<file path="src/hdl/arbd_pkg.sv">
package arbd_pkg;

  localparam int unsigned CHUNK_WORDS  = 4096;
  localparam int unsigned CHUNK_COUNT  = 8;
  localparam int unsigned MAX_CHANNELS = 6;
  localparam int unsigned MAX_PERIOD   = 8192;
  localparam int unsigned RING_WORDS   = (CHUNK_COUNT + 1) * CHUNK_WORDS;
  localparam int unsigned MAX_USED     = CHUNK_COUNT * CHUNK_WORDS;

  localparam int unsigned WORD_W = 32;
  localparam int unsigned CMD_W  = 3;
  localparam int unsigned FC_W   = 14;
  localparam int unsigned CH_W   = 3;
  localparam int unsigned CNT_W  = 16;
  localparam int unsigned PTR_W  = $clog2(RING_WORDS);

  localparam logic [CMD_W-1:0] CMD_WRITE  = 3'd0;
  localparam logic [CMD_W-1:0] CMD_PERIOD = 3'd1;
  localparam logic [CMD_W-1:0] CMD_PULL   = 3'd2;
  localparam logic [CMD_W-1:0] CMD_PAUSE  = 3'd3;
  localparam logic [CMD_W-1:0] CMD_RESUME = 3'd4;
  localparam logic [CMD_W-1:0] CMD_FLUSH  = 3'd5;
  localparam logic [CMD_W-1:0] CMD_QUERY  = 3'd6;

  typedef enum logic [2:0] {
    OP_WRITE,
    OP_PERIOD,
    OP_PULL,
    OP_PAUSE,
    OP_RESUME,
    OP_FLUSH,
    OP_QUERY
  } op_e;

  typedef struct packed {
    op_e               kind;
    logic [WORD_W-1:0] word;
    logic [FC_W-1:0]   frames;
  } op_t;

  localparam logic signed [PTR_W+1:0] RING_S  = (PTR_W+2)'(RING_WORDS);
  localparam logic signed [PTR_W+1:0] CHUNK_S = (PTR_W+2)'(CHUNK_WORDS);

  function automatic logic [CNT_W-1:0] used_of(input logic [PTR_W-1:0] rp,
                                               input logic [PTR_W-1:0] wp);
    logic signed [PTR_W+1:0] d;
    d = $signed({2'b00, wp}) - $signed({2'b00, rp});
    if (d < 0) d = d + RING_S;
    return d[CNT_W-1:0];
  endfunction

  function automatic logic [CNT_W-1:0] free_of(input logic [PTR_W-1:0] rp,
                                               input logic [PTR_W-1:0] wp);
    logic signed [PTR_W+1:0] d;
    d = $signed({2'b00, rp}) - $signed({2'b00, wp}) - CHUNK_S;
    if (d < 0) d = d + RING_S;
    if (d < 0) d = '0;
    return d[CNT_W-1:0];
  endfunction

  // Advance a ring pointer by n words, wrapping at the ring size.
  function automatic logic [PTR_W-1:0] ptr_add(input logic [PTR_W-1:0] p,
                                               input logic [CH_W-1:0]  n);
    logic [PTR_W:0] s;
    s = {1'b0, p} + (PTR_W+1)'(n);
    if (s >= (PTR_W+1)'(RING_WORDS)) s = s - (PTR_W+1)'(RING_WORDS);
    return s[PTR_W-1:0];
  endfunction

endpackage

</file>
<file path="src/hdl/arbd_front.sv">
module arbd_front import arbd_pkg::*; (
  input  logic              clk_i,
  input  logic              rst_ni,
  input  logic              in_valid_i,
  output logic              in_stall_o,
  input  logic [CMD_W-1:0]  command_i,
  input  logic [WORD_W-1:0] sample_word_i,
  input  logic [FC_W-1:0]   frame_count_i,
  output logic              q_valid_o,
  output op_t               q_op_o,
  input  logic              q_pop_i
);

  op_t        ent_q [2];
  logic       wr_q, wr_d, rd_q, rd_d;
  logic [1:0] cnt_q, cnt_d;
  op_t        op_in;
  logic       push;

  // Classify the command and clamp the period length.
  always_comb begin
    op_in.word   = sample_word_i;
    op_in.frames = (frame_count_i > FC_W'(MAX_PERIOD)) ? FC_W'(MAX_PERIOD) : frame_count_i;
    unique case (command_i)
      CMD_WRITE:  op_in.kind = OP_WRITE;
      CMD_PERIOD: op_in.kind = OP_PERIOD;
      CMD_PULL:   op_in.kind = OP_PULL;
      CMD_PAUSE:  op_in.kind = OP_PAUSE;
      CMD_RESUME: op_in.kind = OP_RESUME;
      CMD_FLUSH:  op_in.kind = OP_FLUSH;
      default:    op_in.kind = OP_QUERY;
    endcase
  end

  assign in_stall_o = (cnt_q == 2'd2);
  assign push       = in_valid_i && !in_stall_o;
  assign q_valid_o  = (cnt_q != 2'd0);
  assign q_op_o     = ent_q[rd_q];

  always_comb begin
    wr_d  = push ? ~wr_q : wr_q;
    rd_d  = q_pop_i ? ~rd_q : rd_q;
    cnt_d = cnt_q + 2'(push) - 2'(q_pop_i);
  end

  always_ff @(posedge clk_i or negedge rst_ni) begin
    if (!rst_ni) begin
      wr_q  <= 1'b0;
      rd_q  <= 1'b0;
      cnt_q <= 2'd0;
    end else begin
      wr_q  <= wr_d;
      rd_q  <= rd_d;
      cnt_q <= cnt_d;
    end
  end

  always_ff @(posedge clk_i) begin
    if (push) ent_q[wr_q] <= op_in;
  end

endmodule

</file>
<file path="config.mk">
export PLATFORM = sky130hd
export DESIGN_NAME = arbd_front
export DESIGN_NICKNAME = d
export VERILOG_FILES = /design/src/hdl/arbd_pkg.sv /design/src/hdl/arbd_front.sv
export SDC_FILE = /design/constraint.sdc
export NUM_CORES = 1
export LEC_CHECK = 0
export ABC_CLOCK_PERIOD_IN_PS = 5400
export BUFFER_PORTS_ARGS = -buffer_cell sky130_fd_sc_hd__buf_2
export CORE_AREA = 2 2 88 90
export DETAILED_ROUTE_END_ITERATION = 6
export DIE_AREA = 0 0 90 92
export PLACE_DENSITY = 0.86
export SLEW_MARGIN = 20
export SYNTH_ARGS = -nofsm -noshare
export SYNTH_HDL_FRONTEND = slang
export SYNTH_SLANG_ARGS = --single-unit
</file>
<file path="constraint.sdc">
create_clock -name clk_i -period 5.4 [get_ports clk_i]
set_input_delay 0.54 -clock clk_i [delete_from_list [all_inputs] [get_ports clk_i]]
set_output_delay 0.54 -clock clk_i [all_outputs]
set_load 0.005 [all_outputs]
</file>
Word-level counts from Yosys, hierarchy flattened:

Memory sizes are Yosys's and may differ from the RTL's.
Cells that the tools add are included.

* register bits: 4
* latch bits: 0
* RAM bits: 98
* ROM bits: 0
* bits of input ports: 53
* output and inout bits: 51
* logic and storage cells: 23
* memories: 1

* $add $sub $neg: 2
* multiply operators: 0
* div/mod/pow operators: 0
* magnitude comparators: 1
* eq/ne operators: 6
* shift-type cells: 0
* muxes and demuxes: 4
* bitwise gates (word level): 2
* reductions and logical operators: 4

Memory list
* ent_q: words 2, width 49, read ports 1, clocked after memory_dff 0, write ports 1, RTL line arbd_front.sv:14 `op_t ent_q [2];`

Operators by type and width (count)
* $pmux 3 s6: 1
* $gt 14x14->1 const B: 1
* $mux 14: 1
* $eq 3x2->1 const B: 2
* $eq 3x3->1 const B: 2
* $eq 3x1->1 const B: 1
* $logic_not 3->1: 1
* $add 2x1->2: 1
* $eq 2x2->1 const B: 1
* $mux 1: 2
* $not 1->1: 2
* $reduce_bool 2->1: 1
* $sub 2x1->2: 1
* $logic_and 1x1->1: 1
* $logic_not 1->1: 1

Depth between registers and ports, before layout:

Gate-level depths: netlist of the first run.

* depth in word-level cells: 5
* gate-level depth with buffers: 7

Worst setup path before layout of the first run:

OpenSTA, ideal clock, no wires.

* path type: input port to flip-flop
* start: in in_valid_i
* end: mem ent_q[0][0] (netlist bit) (enable)
* setup time: 0.456 ns
* arrival time: 2.690 ns
* required time: 4.944 ns
* slack: 2.254 ns
* stages: 2
* buffers on the path: 0
* cell sequence: nand2_1 nor2_1

* word-level cells in the longest chain between the ends: 3

Ends and longest elaborated chain
* start: declaration: RTL line arbd_front.sv:4 `input logic in_valid_i,`
* $logic_and 1x1->1: RTL line arbd_front.sv:36 `assign push = in_valid_i && !in_stall_o;`
* $mux 1: RTL line arbd_front.sv:59 `if (push) ent_q[wr_q] <= op_in;`
* $mux 1 (implied by the code): RTL line arbd_front.sv:59
* end: declaration: RTL line arbd_front.sv:14

Every way passes these cells.

==> out/results.txt, run 1 <==
Status -> complete, no violations
CTS Root Cell -> clkbuf_8
Die ar. -> 0.008280 mm2
Final net count -> 349
R2r startpoint -> cnt_q[1]
Die Y -> 92 um
H-Tree Depth -> 3
Top FF cell, synth -> edfxtp_1
Min-delay worst type -> input port to flip-flop
Hold Path Stages -> 1
Kind of critical path -> flip-flop to output port
Worst Setup Start Kind -> flip-flop
DP Wirelength -> 4181 um
Crit path buffers/inverters -> 1
Crit share post-route -> 45.52%
Die X-Extent -> 90 um
Maximum VDD drop -> 0.0004265 V
Grt total ovfl -> 0
Fillers -> 538
Final setup violation count -> 0
Final Hold Fails -> 0
Post-synth EDFFs -> 98
Clk pin slew, worst setup/hold paths -> 0.10 ns
Tot GR Track Use -> 15.22%
Fin. max-slew vios -> 0
Rows -> 32
Max-cap viol count -> 0
Final ANT Viol Nets -> 0
LEAKAGE -> 0.001956 uW
Synthesized area per cell -> 21.77 um2
IO buf count -> 103
CP max FO -> 50
Routed WL -> 6372 um
Via count -> 1953
Seq/Total Area, Yosys -> 74.35%
Crit path time final -> 2.458 ns
Worst-Margin Slew -> 0.9299 ns
Slew HR -> 38.01%
Pwr dens -> 489.0 mW/mm2
Worst Path Required -> 4.86 ns
Seq cells post-synth -> 102
Vias in the first global route -> 1915
Largest net degree at the start of global routing -> 51
R2R Path End -> ent_q[0][14]
Mapped Area -> 0.004093 mm2
CP top delay family -> flip-flops
Synth Instances -> 188
CTS Buffer Depth -> 2
First-pass GRT wire length -> 9466 um
Hold buffers post-CTS -> 1
Footprint of the multi-input gates -> 928.4 um2
Initial DRC count -> 91
Core footprint -> 0.007447 mm2
Hold endpoint -> ent_q[0][31]
RSZ-0062 raised after global routing -> no
Setup Fix Bufs, Post-CTS -> 0
Synth area leader -> edfxtp_1
Initial antenna violation count -> 0
R2R cell count -> 4
Max frequency -> 406.8 MHz
Resized Gates After CTS -> 0
Slowest library cell on the worst path -> dfrtp_4
Cell Chain, Critical Path -> mux2_4 > buf_2
Vias per inst -> 4.870
Worst Path Arrival -> 1.92 ns
1st-pass router iterations -> 4
Async SR Flop Fraction -> 3.922%
Post-synth top area share -> 71.90%
Hold_sp -> sample_word_i[17]
Worst Skew -> 0.009863 ns
Clk sinks -> 102
Setup TNS -> 0 ns
Synth cell count leaders -> edfxtp_1 (98), mux2_4 (49), nor2b_1 (9)
Register area -> 0.003047 mm2
Initial core utilization -> 54.96%
WL/cell -> 15.89 um
Net Count, Synth -> 243
Synth warnings -> 0
Synth top area cells -> edfxtp_1 (72%), mux2_4 (18%), buf_12 (2.4%)
Cts bufs inserted -> 9
DRC Markers -> 0
Antenna cell count -> 0
Reg2Reg Setup Slack -> 3.35 ns
CTS tree -> yes
IO Pins -> 104
Routability cong. -> 0.6859
Crit end category -> output port
Setup ws final -> 2.942 ns
Share of layout cells above drive strength 1 -> 57.53%
Yosys cell types -> 18
Slowest stage delay, CP -> 1.04 ns
Count leader, synth -> edfxtp_1
Synthesis-to-finish area growth -> 17.67%
Dpl ws -> 3.227 ns
Worst-Skew Late Latency -> 0.35 ns
-- layer usage --
metal | vias to the layer above | routed length, um | track usage [%]
met5 | - | 0 | 0
li1 | 928 | - | -
met4 | 0 | 80 | 5.769
met2 | 68 | 3347 | 26.57
met1 | 949 | 2670 | 18.97
met3 | 8 | 274 | 2.958
-- sequential cells by signal, indices dropped and copies added (netlist names) --
register,cells
cnt_q,2
ent_q,98
rd_q,1
wr_q,1
-- where the power goes --
| part | switching [uW] | total (uW) | internal (uW) |
|---|---|---|---|
| combinational | 256 | 695 | 439 |
| sequential | 153 | 1240 | 1090 |
| clock | 252 | 420 | 168 |
| total | 660 | 2350 | 1690 |
-- cell usage in the layout (no fill, tap or decap) --
cell type	instances
clkbuf_8	9
nor2b_1	9
nand2_1	1
clkinvlp_4	3
nand2b_1	1
dfrtp_4	1
edfxtp_1	98
clkinv_1	1
mux2_4	49
buf_4	1
xnor2_1	3
dfrtp_1	3
nor2_4	1
inv_6	2
a21boi_0	1
ha_1	2
and3_4	1
or2_2	1
and2b_1	4
dlygate4sd3_1	1
inv_1	2
xor2_1	1
clkinv_2	1
buf_2	103
-- layout make-up --
cell class                      instances  share of cell area (%)
Timing Repair Buffer                  105                   11.07
Sequential cell                       102                   63.26
Clock buffer                            9                   2.572
Inverter                                2                  0.1559
Multi-Input combinational cell         74                   19.28
Clock inverter                          7                   1.013
Tap cell                              102                   2.650
-- metrics by stage --
| step | utilization (%) | total power [uW] | hold WS, ns | cell area, um2 | instances |
|---|---|---|---|---|---|
| 2_1_floorplan | - | 1768 | 0.2444 | 4093 | 188 |
| 3_3_place_gp | 62.16 | 1939 | 0.3499 | 4629 | 384 |
| 3_5_place_dp | 62.16 | 1968 | 0.3519 | 4629 | 384 |
| 4_1_cts | 64.62 | 2386 | 0.3547 | 4812 | 401 |
| 5_1_grt | 64.67 | 2477 | 0.3504 | 4816 | 401 |
| 6_report | 64.67 | 2355 | 0.3715 | 4816 | 401 |
-- worst max path at each step --
| stage | startpoint | to | depth (start not counted) |
|---|---|---|---|
| after detailed placement | in_valid_i | ent_q[0][44] | 4 |
| after global routing | rd_q | q_op_o[48] | 2 |
| after CTS | rd_q | q_op_o[25] | 2 |
| final | rd_q | q_op_o[48] | 2 |
| after floorplan | in_valid_i | ent_q[0][0] | 2 |
| after global placement | in_valid_i | ent_q[0][44] | 4 |
-- worst reg2reg max path, stage by stage, from the launching register on --
cell and delay, ns:
dfrtp_1 0.41, nand2b_1 0.13, nand2_1 0.15, nor2_4 0.54, buf_4 0.48
-- cell families after synthesis --
logic type	Yosys count	share of synthesized area, %
mux	49	17.98
compound gates	1	0.1835
flops	102	74.35
simple gates	18	2.752
buf+inv	12	3.271
xor+xnor	4	0.8562
fa+ha+maj	2	0.6113
(Power assumes the default switching activity.)
==> run 2: changes to the inputs <==
ABC_CLOCK_PERIOD_IN_PS = 2400   (was 5400)
CORE_AREA = 2 2 92 94   (was 2 2 88 90)
DIE_AREA = 0 0 94 96   (was 0 0 90 92)
PLACE_DENSITY = 0.79   (was 0.86)
clock period = 2.4 ns   (was 5.4 ns; I/O delays follow)
==> run 2 against run 1 <==
  * Clock-buffer cell count increased by 2
  * Largest power group unchanged
  * Worst hold slack got worse by 0.30 ns
  * Register-to-register slack got worse by 2.6 ns
  * Via count increased by 1.4%
  * Non-clock buffer count increased by 4
  * Highest routed layer unchanged
  * Critical path type unchanged
  * Largest cell class unchanged
  * Utilization decreased by 4.1 points
==> out/results.txt, run 2 (synthesis results as in run 1) <==
Fillers -> 615
Slowest library cell on the worst path -> dfrtp_4
Hold endpoint -> ent_q[0][34]
Clk sinks -> 102
Tot GR Track Use -> 13.60%
Initial DRC count -> 62
Initial antenna violation count -> 0
CTS Buffer Depth -> 2
Initial core utilization -> 50.83%
WL/cell -> 15.28 um
Overall Power -> 5407 uW
R2R Path End -> cnt_q[1]
Crit path buffers/inverters -> 2
Hold Path Stages -> 1
Max frequency -> 509.4 MHz
Vias in the first global route -> 1950
Core footprint -> 0.008051 mm2
Most common cell after layout, fill and taps aside -> buf_2
Kind of critical path -> flip-flop to output port
IO buf count -> 103
R2r startpoint -> cnt_q[1]
Worst Setup Start Kind -> flip-flop
Clk pin slew, worst setup/hold paths -> 0.10 ns
Final Hold Fails -> 0
Final net count -> 353
Footprint of the multi-input gates -> 924.6 um2
Antenna cell count -> 0
Maximum VDD drop -> 0.0006099 V
Vias per inst -> 4.855
Worst Path Required -> 2.16 ns
Die ar. -> 0.009024 mm2
Slew HR -> 74.59%
Largest reg by FF count -> ent_q
Fin. max-slew vios -> 0
R2R cell count -> 7
Die Y -> 96 um
CP top delay family -> flip-flops
Commonest non-fill, non-tap cells in the layout -> buf_2 (103), edfxtp_1 (98), mux2_4 (49)
Routability cong. -> 0.6685
Largest register FFs -> 98
H-Tree Depth -> 3
CTS tree -> yes
1st-pass router iterations -> 4
Hold_sp -> sample_word_i[20]
LEAKAGE -> 0.001983 uW
Crit end category -> output port
Routed WL -> 6234 um
Worst Skew -> 0.01055 ns
Crit share post-route -> 81.79%
Cts bufs inserted -> 9
RSZ-0062 raised after global routing -> no
Min-delay worst type -> input port to flip-flop
Setup TNS -> 0 ns
Resized Gates After CTS -> 0
Slowest stage delay, CP -> 0.58 ns
Worst Path Arrival -> 1.72 ns
Cell Chain, Critical Path -> buf_12 > mux2_4 > buf_2
IO Pins -> 104
Max-cap viol count -> 0
DP Wirelength -> 4202 um
Largest registers -> ent_q (98), cnt_q (2)
Status -> complete, no violations
Pwr dens -> 1109 mW/mm2
Worst-Margin Slew -> 0.3811 ns
Final setup violation count -> 0
CTS Root Cell -> clkbuf_8
DRC Markers -> 0
CP max FO -> 39
Final ANT Viol Nets -> 0
Die X-Extent -> 94 um
Largest net degree at the start of global routing -> 40
Synthesis-to-finish area growth -> 19.17%
Via count -> 1981
Register area -> 0.003047 mm2
Reg2Reg Setup Slack -> 0.78 ns
First-pass GRT wire length -> 9032 um
Share of layout cells above drive strength 1 -> 57.76%
Rows -> 33
Crit path time final -> 1.963 ns
Grt total ovfl -> 0
Worst-Skew Late Latency -> 0.35 ns
-- run 2: changes by cell type in the layout (fill, tap and decap cells not counted), sizes merged --
cell	change
buf	+4
clkbuf	+2
clkinv	-2
inv	-2
bufinv	+1
clkinvlp	+1
-- run 2: metrics by stage --
step	instances	hold slack, ns	cell area [um2]	setup WS (ns)	utilization, %
CTS	408	0.05667	4877	0.3971	60.58
global placement	391	0.05262	4676	0.7856	58.07
finish	408	0.07289	4877	0.4371	60.58
floorplan	188	-0.05559	4095	0.1140	-
global route	408	0.04947	4877	0.3522	60.58
detailed placement	391	0.05900	4676	0.7727	58.07
-- run 2: worst max-delay path by stage --
stage	startpoint	endpoint	slack (ns)	depth (start not counted)
2_1_floorplan	cnt_q[1]	ent_q[0][0]	0.11	3
3_3_place_gp	rd_q	q_op_o[5]	0.79	3
3_5_place_dp	cnt_q[1]	cnt_q[1]	0.77	7
4_1_cts	rd_q	q_op_o[5]	0.40	3
5_1_grt	rd_q	q_op_o[32]	0.35	3
6_report	rd_q	q_op_o[5]	0.44	3
-- run 2: layout make-up --
class                      instances  area share (%)
sequential                       102           62.47
multi-input combinational         74           18.96
timing repair buffer             109           11.80
clock buffer                      11           2.694
tap                              105           2.694
clock inverter                     5           1.231
inverter                           2          0.1539
-- run 2: worst reg2reg max path, delay by kind of cell (launching register included) --
family	cells	cell delay, ns
xor+xnor	2	0.34
fa+ha+maj	2	0.50
buf+inv	1	0.04
flops	1	0.41
simple gates	2	0.26
-- run 2: power breakdown --
part           internal, uW  switching, uW
clock network           483            538
logic                  1020            758
registers              2450            166
-- run 2: timing repair --
item / 4_1_cts / 5_1_grt
hold endpoints to repair: 4 / 0
hold buffers: 1 / 0
setup buffers: 0 / 0
-- run 2: layer usage --
metal  GRT usage (%)  part of all wire (%)  routed length [um]  up-vias
met5               0                     0                   0        -
met4           5.435                   1.8                 111        0
met3           4.072                   5.6                 349       10
met2           23.33                    51                3167       76
met1           16.20                    42                2606      963
li1                -                     -                   -      932
